File: config.mk
export PLATFORM = sky130hd
export DESIGN_NAME = sample_logger_controller
export DESIGN_NICKNAME = d
export VERILOG_FILES = /design/src/hw/rtl/slc_pkg.sv /design/src/hw/rtl/sample_logger_controller.sv /design/src/hw/rtl/slc_step.sv /design/src/hw/rtl/slc_emit.sv
export SDC_FILE = /design/constraint.sdc
export NUM_CORES = 1
export LEC_CHECK = 0
export ABC_AREA = 1
export CAP_MARGIN = 40
export CORE_ASPECT_RATIO = 1.5
export CORE_MARGIN = 2
export CORE_UTILIZATION = 30
export CTS_CLUSTER_SIZE = 12
export DETAILED_ROUTE_END_ITERATION = 10
export DONT_BUFFER_PORTS = 1
export PLACE_DENSITY = 0.56
export SLEW_MARGIN = 25
export SYNTH_ARGS = -nofsm -noshare
export SYNTH_HDL_FRONTEND = slang
export SYNTH_SLANG_ARGS = --single-unit
File: constraint.sdc
create_clock -name aclk -period 3.7 [get_ports aclk]
set_clock_uncertainty 0.2 [all_clocks]
set_input_delay 0.74 -clock aclk [delete_from_list [all_inputs] [get_ports aclk]]
set_output_delay 0.74 -clock aclk [all_outputs]
set_load 0.02 [all_outputs]
File: src/hw/rtl/slc_pkg.sv
// Package with shared types and constants of the sample logger controller.
package slc_pkg;

    // Register indexes (byte address bits [3:2])
    localparam logic [1:0] REG_POLL_SECONDS = 2'd0;
    localparam logic [1:0] REG_LOG_SLOTS    = 2'd1;
    localparam logic [1:0] REG_FIRST_SLOT   = 2'd2;

    // Register reset values
    localparam logic [7:0] POLL_SECONDS_RESET = 8'd5;
    localparam logic [8:0] LOG_SLOTS_RESET    = 9'd224;
    localparam logic [7:0] FIRST_SLOT_RESET   = 8'd0;

    // Tracker reset values
    localparam logic [15:0] LOWEST_RESET  = 16'hffff;
    localparam logic [15:0] HIGHEST_RESET = 16'h0000;

    // One result word, packed exactly as on m_tdata (led_on in bit 0)
    typedef struct packed {
        logic        recording;
        logic [15:0] write_data;
        logic [7:0]  write_index;
        logic        write_valid;
        logic        led_on;
    } slc_result_t;

    // Configuration seen by the step logic
    typedef struct packed {
        logic [7:0] poll_seconds;
        logic [8:0] log_end;
        logic       slot_load;
        logic [7:0] first_slot;
    } slc_cfg_t;

endpackage

File: src/hw/rtl/sample_logger_controller.sv
// Path: a sample's result words pass through the input register, then the result buffer.
// Throughput: one sample per cycle while the single result buffer is free; a tick that logs min
// and max sends three words, one per cycle on m_tready, holding the input until its last leaves.
// Reset: control, counters and trackers clear (min 0xffff, max 0, next slot 0),
// registers return to poll 5, log slots 224, first slot 0; no clearing pass.
module sample_logger_controller #(
    parameter int unsigned LOG_DEPTH = 256
) (
    input  logic        aclk,
    input  logic        aresetn,
    // s_tdata: [15:0] sample, [16] button_pressed, [23:17] zero
    input  logic        s_tvalid,
    output logic        s_tready,
    input  logic [23:0] s_tdata,
    // m_tdata: [0] led_on, [1] write_valid, [9:2] write_index, [25:10] write_data,
    // [26] recording, [31:27] zero
    output logic        m_tvalid,
    input  logic        m_tready,
    output logic [31:0] m_tdata,
    output logic        m_tlast,
    input  logic        psel,
    input  logic        penable,
    input  logic        pwrite,
    input  logic [3:0]  paddr,
    input  logic [31:0] pwdata,
    output logic [31:0] prdata,
    output logic        pready
);

    localparam int unsigned DepthCap = (LOG_DEPTH > 511) ? 511 : LOG_DEPTH;

    logic        in_valid_reg;
    logic [15:0] in_sample_reg;
    logic        in_button_reg;
    logic [7:0]  poll_reg;
    logic [8:0]  slots_reg;
    logic [7:0]  first_reg;
    logic        cfg_write, advance, can_load;
    logic [1:0]  result_count;

    slc_pkg::slc_cfg_t               cfg;
    slc_pkg::slc_result_t [2:0]      results;
    slc_pkg::slc_result_t            out_result;

    // Configuration port
    assign pready    = 1'b1;
    assign cfg_write = psel && penable && pwrite && pready;

    always_ff @(posedge aclk) begin
        if (!aresetn) begin
            poll_reg  <= slc_pkg::POLL_SECONDS_RESET;
            slots_reg <= slc_pkg::LOG_SLOTS_RESET;
            first_reg <= slc_pkg::FIRST_SLOT_RESET;
        end else if (cfg_write) begin
            unique case (paddr[3:2])
                slc_pkg::REG_POLL_SECONDS: poll_reg  <= pwdata[7:0];
                slc_pkg::REG_LOG_SLOTS:    slots_reg <= pwdata[8:0];
                slc_pkg::REG_FIRST_SLOT:   first_reg <= pwdata[7:0];
                default: ;
            endcase
        end
    end

    always_comb begin
        unique case (paddr[3:2])
            slc_pkg::REG_POLL_SECONDS: prdata = {24'd0, poll_reg};
            slc_pkg::REG_LOG_SLOTS:    prdata = {23'd0, slots_reg};
            slc_pkg::REG_FIRST_SLOT:   prdata = {24'd0, first_reg};
            default:                   prdata = 32'd0;
        endcase
    end

    // Effective end of log and slot reload
    assign cfg.poll_seconds = poll_reg;
    assign cfg.log_end      = (slots_reg > 9'(DepthCap)) ? 9'(DepthCap) : slots_reg;
    assign cfg.slot_load    = cfg_write && (paddr[3:2] == slc_pkg::REG_FIRST_SLOT);
    assign cfg.first_slot   = pwdata[7:0];

    // Input register; advance when the result buffer takes the tick
    assign advance  = in_valid_reg && can_load;
    assign s_tready = !in_valid_reg || advance;

    always_ff @(posedge aclk) begin
        if (!aresetn) begin
            in_valid_reg <= 1'b0;
        end else if (s_tready) begin
            in_valid_reg <= s_tvalid;
        end
    end

    always_ff @(posedge aclk) begin
        if (s_tvalid && s_tready) begin
            in_sample_reg <= s_tdata[15:0];
            in_button_reg <= s_tdata[16];
        end
    end

    slc_step u_step (
        .aclk           (aclk),
        .aresetn        (aresetn),
        .advance        (advance),
        .sample         (in_sample_reg),
        .button_pressed (in_button_reg),
        .cfg            (cfg),
        .results        (results),
        .result_count   (result_count)
    );

    slc_emit u_emit (
        .aclk         (aclk),
        .aresetn      (aresetn),
        .load         (advance),
        .load_results (results),
        .load_count   (result_count),
        .can_load     (can_load),
        .out_valid    (m_tvalid),
        .out_ready    (m_tready),
        .out_result   (out_result),
        .out_last     (m_tlast)
    );

    // Pack the result word
    assign m_tdata = {5'd0, out_result.recording, out_result.write_data,
                      out_result.write_index, out_result.write_valid, out_result.led_on};

endmodule

File: src/hw/rtl/slc_step.sv
// Per-tick step logic and controller state of the sample logger.
module slc_step (
    input  logic                          aclk,
    input  logic                          aresetn,
    input  logic                          advance,
    input  logic [15:0]                   sample,
    input  logic                          button_pressed,
    input  slc_pkg::slc_cfg_t             cfg,
    output slc_pkg::slc_result_t [2:0]    results,
    output logic [1:0]                    result_count
);

    logic [1:0]  phase_reg, phase_next;
    logic        rec_reg, rec_next;
    logic [7:0]  cnt_reg, cnt_next;
    logic [8:0]  slot_reg, slot_next;
    logic [15:0] lo_reg, lo_next;
    logic [15:0] hi_reg, hi_next;
    logic        led_reg, led_next;

    logic        phase0, rec_t, log_now, stop;
    logic [7:0]  cnt_t, cnt_i;
    logic [8:0]  slot_b, slot_c, slot_d;
    logic [2:0]  wr_valid;

    // Saturating slot advance
    function automatic logic [8:0] slot_inc(input logic [8:0] s);
        return (s == 9'h1ff) ? s : s + 9'd1;
    endfunction

    // Slot chain for the sample, minimum and maximum writes
    assign slot_b = slot_inc(slot_reg);
    assign slot_c = slot_inc(slot_b);
    assign slot_d = slot_inc(slot_c);
    assign stop   = ({1'b0, slot_b} + 10'd2) >= {1'b0, cfg.log_end};

    // Second-boundary decisions
    assign phase0  = (phase_reg == 2'd0);
    assign rec_t   = rec_reg ^ button_pressed;
    assign cnt_t   = (button_pressed && rec_t) ? 8'd0 : cnt_reg;
    assign cnt_i   = (cnt_t == 8'hff) ? cnt_t : cnt_t + 8'd1;
    assign log_now = phase0 && rec_t && (cnt_i >= cfg.poll_seconds);

    // Writes past the end of the log are dropped
    assign wr_valid[0] = log_now && (slot_reg < cfg.log_end);
    assign wr_valid[1] = log_now && stop && (slot_b < cfg.log_end);
    assign wr_valid[2] = log_now && stop && (slot_c < cfg.log_end);

    // Next state
    always_comb begin
        phase_next = phase_reg + 2'd1;
        lo_next    = (sample < lo_reg) ? sample : lo_reg;
        hi_next    = (sample > hi_reg) ? sample : hi_reg;
        rec_next   = rec_reg;
        cnt_next   = cnt_reg;
        led_next   = led_reg;
        slot_next  = slot_reg;
        if (phase0) begin
            rec_next = rec_t;
            cnt_next = cnt_t;
            if (rec_t) begin
                led_next = 1'b1;
                cnt_next = log_now ? 8'd0 : cnt_i;
            end
            if (log_now) begin
                if (stop) begin
                    slot_next = slot_d;
                    rec_next  = 1'b0;
                end else begin
                    slot_next = slot_b;
                end
            end
        end else if (rec_reg) begin
            led_next = 1'b0;
        end
    end

    // Result words; valid writes always form a prefix
    always_comb begin
        results[0].write_valid = wr_valid[0];
        results[0].write_index = wr_valid[0] ? slot_reg[7:0] : 8'd0;
        results[0].write_data  = wr_valid[0] ? sample : 16'd0;
        results[1].write_valid = wr_valid[1];
        results[1].write_index = wr_valid[1] ? slot_b[7:0] : 8'd0;
        results[1].write_data  = wr_valid[1] ? lo_reg : 16'd0;
        results[2].write_valid = wr_valid[2];
        results[2].write_index = wr_valid[2] ? slot_c[7:0] : 8'd0;
        results[2].write_data  = wr_valid[2] ? hi_reg : 16'd0;
        for (int i = 0; i < 3; i++) begin
            results[i].led_on    = led_next;
            results[i].recording = rec_next;
        end
        if (wr_valid[2]) begin
            result_count = 2'd3;
        end else if (wr_valid[1]) begin
            result_count = 2'd2;
        end else begin
            result_count = 2'd1;
        end
    end

    // State registers
    always_ff @(posedge aclk) begin
        if (!aresetn) begin
            phase_reg <= 2'd0;
            rec_reg   <= 1'b0;
            cnt_reg   <= 8'd0;
            slot_reg  <= {1'b0, slc_pkg::FIRST_SLOT_RESET};
            lo_reg    <= slc_pkg::LOWEST_RESET;
            hi_reg    <= slc_pkg::HIGHEST_RESET;
            led_reg   <= 1'b0;
        end else if (cfg.slot_load) begin
            slot_reg  <= {1'b0, cfg.first_slot};
        end else if (advance) begin
            phase_reg <= phase_next;
            rec_reg   <= rec_next;
            cnt_reg   <= cnt_next;
            slot_reg  <= slot_next;
            lo_reg    <= lo_next;
            hi_reg    <= hi_next;
            led_reg   <= led_next;
        end
    end

endmodule

File: src/hw/rtl/slc_emit.sv
// Result buffer sending up to three words of a tick, one per cycle on out_ready.
module slc_emit (
    input  logic                          aclk,
    input  logic                          aresetn,
    input  logic                          load,
    input  slc_pkg::slc_result_t [2:0]    load_results,
    input  logic [1:0]                    load_count,
    output logic                          can_load,
    output logic                          out_valid,
    input  logic                          out_ready,
    output slc_pkg::slc_result_t          out_result,
    output logic                          out_last
);

    slc_pkg::slc_result_t [2:0] ent_reg, ent_next;
    logic [1:0]                 left_reg, left_next;

    // Buffer frees up when empty or when its final word leaves now
    assign can_load   = (left_reg == 2'd0) || ((left_reg == 2'd1) && out_ready);
    assign out_valid  = (left_reg != 2'd0);
    assign out_result = ent_reg[0];
    assign out_last   = (left_reg == 2'd1);

    // Load a new tick or shift out the word taken
    always_comb begin
        ent_next  = ent_reg;
        left_next = left_reg;
        if (load) begin
            ent_next  = load_results;
            left_next = load_count;
        end else if (out_valid && out_ready) begin
            ent_next[0] = ent_reg[1];
            ent_next[1] = ent_reg[2];
            left_next   = left_reg - 2'd1;
        end
    end

    always_ff @(posedge aclk) begin
        if (!aresetn) begin
            left_reg <= 2'd0;
        end else begin
            left_reg <= left_next;
        end
    end

    always_ff @(posedge aclk) begin
        ent_reg <= ent_next;
    end

endmodule

Word level (Yosys, flattened, before mapping)
Index checks and enable logic that the tools add are counted.
W data, S select, Z words.

storage, ports and cells
  word-level logic and storage cells = 120
  register bits after elaboration = 179

operators by class
  $lt $le $gt $ge = 8
  $add $sub $neg = 7
  reductions and logical operators = 35
  muxes and demuxes = 30
  bitwise logic cells = 3
  eq/ne operators = 7

operators by type and width
  kind                    number
  $mux W54                2
  $mux W8                 10
  $mux W9                 5
  $mux W16                2
  $add A9 B1 Y9 const B   3
  $eq A9 B9 Y1 const B    3
  $lt A9 B9 Y1            3
  $pmux W9 S3             1
  $gt A16 B16 Y1          1
  $lt A16 B16 Y1          1
  $reduce_and A3 Y1       5
  $logic_and A1 B1 Y1     14
  $add A9 B2 Y10 const B  1
  $ge A10 B9 Y1           1
  $reduce_bool A2 Y1      5
  $gt A9 B9 Y1 const B    1
  $add A8 B1 Y8 const B   1
  $eq A8 B8 Y1 const B    1
  $ge A8 B8 Y1            1
  $mux W2                 4
  $reduce_and A2 Y1       4
  $logic_not A2 Y1        3
  $mux W1                 6
  $eq A2 B1 Y1 const B    2
  other kinds (8)         10

Depth between registers and ports, before layout
  depth in word-level cells = 12
  mapped depth = 29

Cells and area by module
A second synthesis with hierarchy kept.

unflattened totals
  cells, all modules = 1401
  area total of the unflattened synthesis = 10945.5 um^2

by module, submodules not included
  module                    instances  sequential area each (um^2)  cells an instance  area an instance (um^2)
  slc_step                  1          1061.0                       838                5424.0
  slc_emit                  1          2472.4                       308                3474.6
  sample_logger_controller  1          1031.0                       255                2047.0

Least setup slack after synthesis
No wires, ideal clock.

  path kind = flip-flop to flip-flop
  start = register u_step.slot_reg[1]
  end = register u_emit.ent_reg[35] in the netlist's numbering (data pin)
  stages on the path, launching flop included = 28
  setup time = 257 ps
  clock period less this slack = 4014 ps
  slack = -314 ps
  required time = 3243 ps
  data arrival time = 3558 ps
  cell sequence = dfxtp_1 -> ha_1 -> nand2_4 -> nor2_8 -> nand3_4 -> o21ai_1 -> inv_1 -> ha_1 -> nand2_2 -> nor2_8 -> xor2_1 -> inv_1 -> ha_1 -> nand2_1 -> nor2_1 -> o21ai_0 -> inv_1 -> o21ai_0 -> nand4_1 -> nand2_1 -> nand3_4 -> nand2_2 -> inv_2 -> nand4_2 -> nor2_2 -> inv_2 -> buf_6 -> o21ai_2

RTL lines
  item                    line             RTL
  start, declared         slc_step.sv:16   logic [8:0] slot_reg, slot_next;
  start signal, assigned  slc_step.sv:108  slot_reg <= {1'b0, slc_pkg::FIRST_SLOT_RESET};
  start signal, assigned  slc_step.sv:113  slot_reg <= {1'b0, cfg.first_slot};
  start signal, assigned  slc_step.sv:118  slot_reg <= slot_next;
  end signal, assigned    slc_emit.sv:47   ent_reg <= ent_next;
  end, declared           slc_emit.sv:15   slc_pkg::slc_result_t [2:0] ent_reg, ent_next;

Worst setup path in the final report
  start = register u_step.slot_reg[0]
  end = register u_step.slot_reg[6]

on the way
  word-level cells in the longest chain between the ends = 11
  elaborated cells on any way between the ends = 16
  those cells by class = 4 x add/sub; 1 x order compare; 3 x eq/ne; 8 x mux

ends and longest elaborated chain
  item                                                  line             RTL
  $add A9 B1 Y9 / $eq A9 B9 Y1 (equally long branches)  slc_step.sv:28   return (s == 9'h1ff) ? s : s + 9'd1;
  $mux W9 *                                             slc_step.sv:28
  $add A9 B1 Y9 / $eq A9 B9 Y1 (equally long branches)  slc_step.sv:28
  $mux W9                                               slc_step.sv:28
  $add A9 B1 Y9 / $eq A9 B9 Y1 (equally long branches)  slc_step.sv:28
  $mux W9                                               slc_step.sv:28
  $mux W9 *                                             slc_step.sv:66   if (stop) begin
  $mux W8 *                                             slc_step.sv:65   if (log_now) begin
  $mux W8 *                                             slc_step.sv:58   if (phase0) begin
  $mux W8 *                                             slc_step.sv:114  end else if (advance) begin
  $mux W8 *                                             slc_step.sv:112  end else if (cfg.slot_load) begin

Mark *: on every way between the ends. The rest lies on a longest branch, timed or not. The select of a mux whose other input is x is not followed.
A chain may end at the register's enable or synchronous reset.

==> flow_metrics.tcl <==
set metrics [dict create \
    status "finished, violations left" \
    violations "negative setup slack" \
    route.detailed.drc 0 \
    synth-seq-area-share_pct 43.7 \
    hold_path_class "input pin to flip-flop" \
    worstReg2RegStart "u_step.slot_reg[0]$_SDFFE_PN0P_" \
    placed_area_mm2 0.0113 \
    yosys.area.top_type "edfxtp_1" \
    async_reset_ff_share_pct 0 \
    cp-start-kind "flip-flop" \
    die_w_um 156 \
    ant_nets 0 \
    min_period_ns 3.71 \
    cts_root_buf "clkbuf_16" \
    yosysMostFrequentCell "nand2_1" \
    peakVddDrop_mv 0.392 \
    grt_max_degree 61 \
    setup_ws_ns -0.00684 \
    cp-endpoint "u_step.slot_reg[6]$_SDFFE_PN0P_" \
    yosysUniqueCellTypes 47 \
    synth-edff-count 98 \
    rows 83 \
    worstSkewPairLatency_ns 0.45 \
    grt_pass1_vias 8152 \
    crit_required_ns 3.88 \
    drtIter0Drc 491 \
    end_kind "flip-flop" \
    startpoint "u_step.slot_reg[0]$_SDFFE_PN0P_" \
    path_clk_slew_ns 0.08 \
    drv_slew 0 \
    r2r_setup_slack_ns -0.007 \
    globalplace.congestion 0.907 \
    hold_slack_ns 0.180 \
    cts_tree "done" \
    areaGrowthSynthToFinish_pct 20.5 \
    syn_avg_cell_area_um2 8.72 \
    cts_buffers 17 \
    drt-total-wl_mm 29.2 \
    port_buffers 0 \
    dr.pass1.iters 5 \
    total_leakage_power_nw 5.44 \
    synth_seq_cells 179 \
    tightestPinTransition_ns 0.764 \
    min_path_cells 0 \
    hold_viol 0 \
    syn_inst 1199 \
    antenna_found_initial 0 \
    die_area_mm2 0.0364 \
    dr_total_vias 8280 \
    worst_slew_margin_rel_pct 48.9 \
    largest_reg_flops 54 \
    hold_buffers 0 \
    wl_per_cell_um 17.1 \
    finalSetupViolations 2 \
    synthTopCellsByCount "nand2_1 (229), inv_1 (148), edfxtp_1 (98)" \
    cp.arrival_ns 3.89 \
    min_period_over_period_pct 100 \
    drv_cap 0 \
    core_mm2 0.0343 \
    start_util_pct 30.5 \
    ys_warn_count 0 \
    max_freq_mhz 270 \
    fp.dieH_um 233 \
    synth_top_cell_area_share_pct 28.2 \
    ctsLongestPathBuffers 2 \
    drive_gt1_share_pct 23.9 \
    grt_usage_pct 16.0 \
    r2r-end "u_step.slot_reg[6]$_SDFFE_PN0P_" \
    clock_sinks 179 \
    grt_pass1_wl_mm 44.4 \
    p_per_area_mw_per_mm2 590 \
    postLayoutCellArea_mm2 0.0126 \
    rsz0062_at_grt "yes" \
    synth_flop_cell "edfxtp_1" \
    netlist_area_mm2 0.0105 \
    rr_worst_depth 26 \
    place_hpwl_mm 21.4 \
    cp_max_fo 6 \
    htreeDepth 4 \
    vias_per_cell 4.85 \
    pin_count 135 \
    critPathKind "flip-flop to flip-flop" \
    synth_area_leaders "edfxtp_1 (28%), dfxtp_1 (16%), ha_1 (9.6%), nand2_1 (8.2%), inv_1 (5.3%)" \
    diodes 0 \
    grt_overflow 0 \
    nets 1415 \
]
## repair_timing
| action | in CTS | in global routing |
|---|---|---|
| cloned | 1 | 2 |
| pin swaps | 22 | 44 |
| endpoints found under the setup margin | 68 | 98 |
| gates resized for setup | 39 | 94 |
| buffers inserted | 10 | 15 |
## area by class of cell
| type | instances | area, um2 |
|---|---|---|
| Clock inverter | 15 | 204 |
| Inverter | 157 | 598 |
| Multi-Input combinational cell | 801 | 5270 |
| Fill cell | 3445 | 21700 |
| Sequential cell | 179 | 4570 |
| Tap cell | 425 | 532 |
| Clock buffer | 17 | 425 |
| Timing Repair Buffer | 112 | 998 |
## how the worst min path moves through the flow
stage	startpoint	endpoint	slack [ns]
floorplan	u_step.phase_reg[0]$_SDFFE_PN0P_	u_step.phase_reg[0]$_SDFFE_PN0P_	0.22
global placement	u_step.phase_reg[0]$_SDFFE_PN0P_	u_step.phase_reg[0]$_SDFFE_PN0P_	0.23
detailed placement	u_step.phase_reg[0]$_SDFFE_PN0P_	u_step.phase_reg[0]$_SDFFE_PN0P_	0.24
CTS	s_tdata[14]	in_sample_reg[14]$_DFFE_PP_	0.16
global route	s_tdata[14]	in_sample_reg[14]$_DFFE_PP_	0.16
finish	s_tdata[14]	in_sample_reg[14]$_DFFE_PP_	0.18
## report_power, final
group	switching, mW	internal (mW)	leakage [nW]
Clock	0.958	0.932	0.302
Combinational	1.44	0.828	3.53
Sequential	0.437	2.83	1.61
Total	2.84	4.59	5.44
## critical path, cell delays in order, from the launching register on
cell and delay (ns):
dfxtp_4 0.37, ha_4 0.15, nand2_4 0.07, nor2_8 0.13
nand3_4 0.12, buf_6 0.16, nand2_4 0.07, ha_4 0.16
nand2_4 0.07, nor2_8 0.09, xor2_1 0.16, inv_1 0.09
ha_4 0.29, nand2_4 0.06, nor2_4 0.11, buf_4 0.11
nand4_1 0.07, nand4_1 0.12, nand2_1 0.10, nand3_4 0.09
buf_8 0.13, clkinvlp_4 0.13, buf_4 0.17, buf_6 0.12
nand2_1 0.06, nand3_2 0.10, a21oi_2 0.14
## through the flow
stage	total power, mW	util [%]	setup TNS, ns	instances	setup WS [ns]
5_1_grt	7.89	36.8	-4.97	1706	-0.147
3_5_place_dp	5.44	32.9	-2.60	1650	-0.103
6_report	7.43	36.8	-0.00797	1706	-0.00684
3_3_place_gp	5.38	32.8	-3.07	1648	-0.114
2_1_floorplan	4.85	-	-0.00169	1226	-0.00169
4_1_cts	7.40	35.5	-0.0157	1693	-0.0157
## cells by family after synthesis
kind of cell / Yosys count / synth area share, %
buf+inv: 246 / 11.3
compound gates: 254 / 15.0
other cells: 2 / 0.0719
xor+xnor: 13 / 1.09
simple gates: 425 / 19.3
flops: 179 / 43.7
fa+ha+maj: 80 / 9.58
## placed cells by master, fill, tap and decap left out, drive strengths merged, types with 10 or more instances in the layout
| master | synthesis | final |
|---|---|---|
| ha | 80 | 80 |
| dfxtp | 81 | 81 |
| edfxtp | 98 | 98 |
| xor2 | 10 | 10 |
| clkbuf | 27 | 18 |
| nand4 | 15 | 15 |
| nand2 | 249 | 249 |
| o21ai | 117 | 117 |
| nand3 | 70 | 70 |
| conb | 2 | 29 |
| a31oi | 11 | 11 |
| a32o | 15 | 15 |
| inv | 157 | 162 |
| a21oi | 79 | 79 |
| nor2 | 84 | 84 |
| buf | 62 | 111 |
## routing by layer
metal	track usage, %	vias to the layer above	share of wire [%]
met4	7.00	0	4.0
met1	17.0	3898	39
met3	2.61	66	3.2
li1	-	4120	-
met2	30.5	196	54
met5	0	-	0
Power figures use the tool's default switching activity.
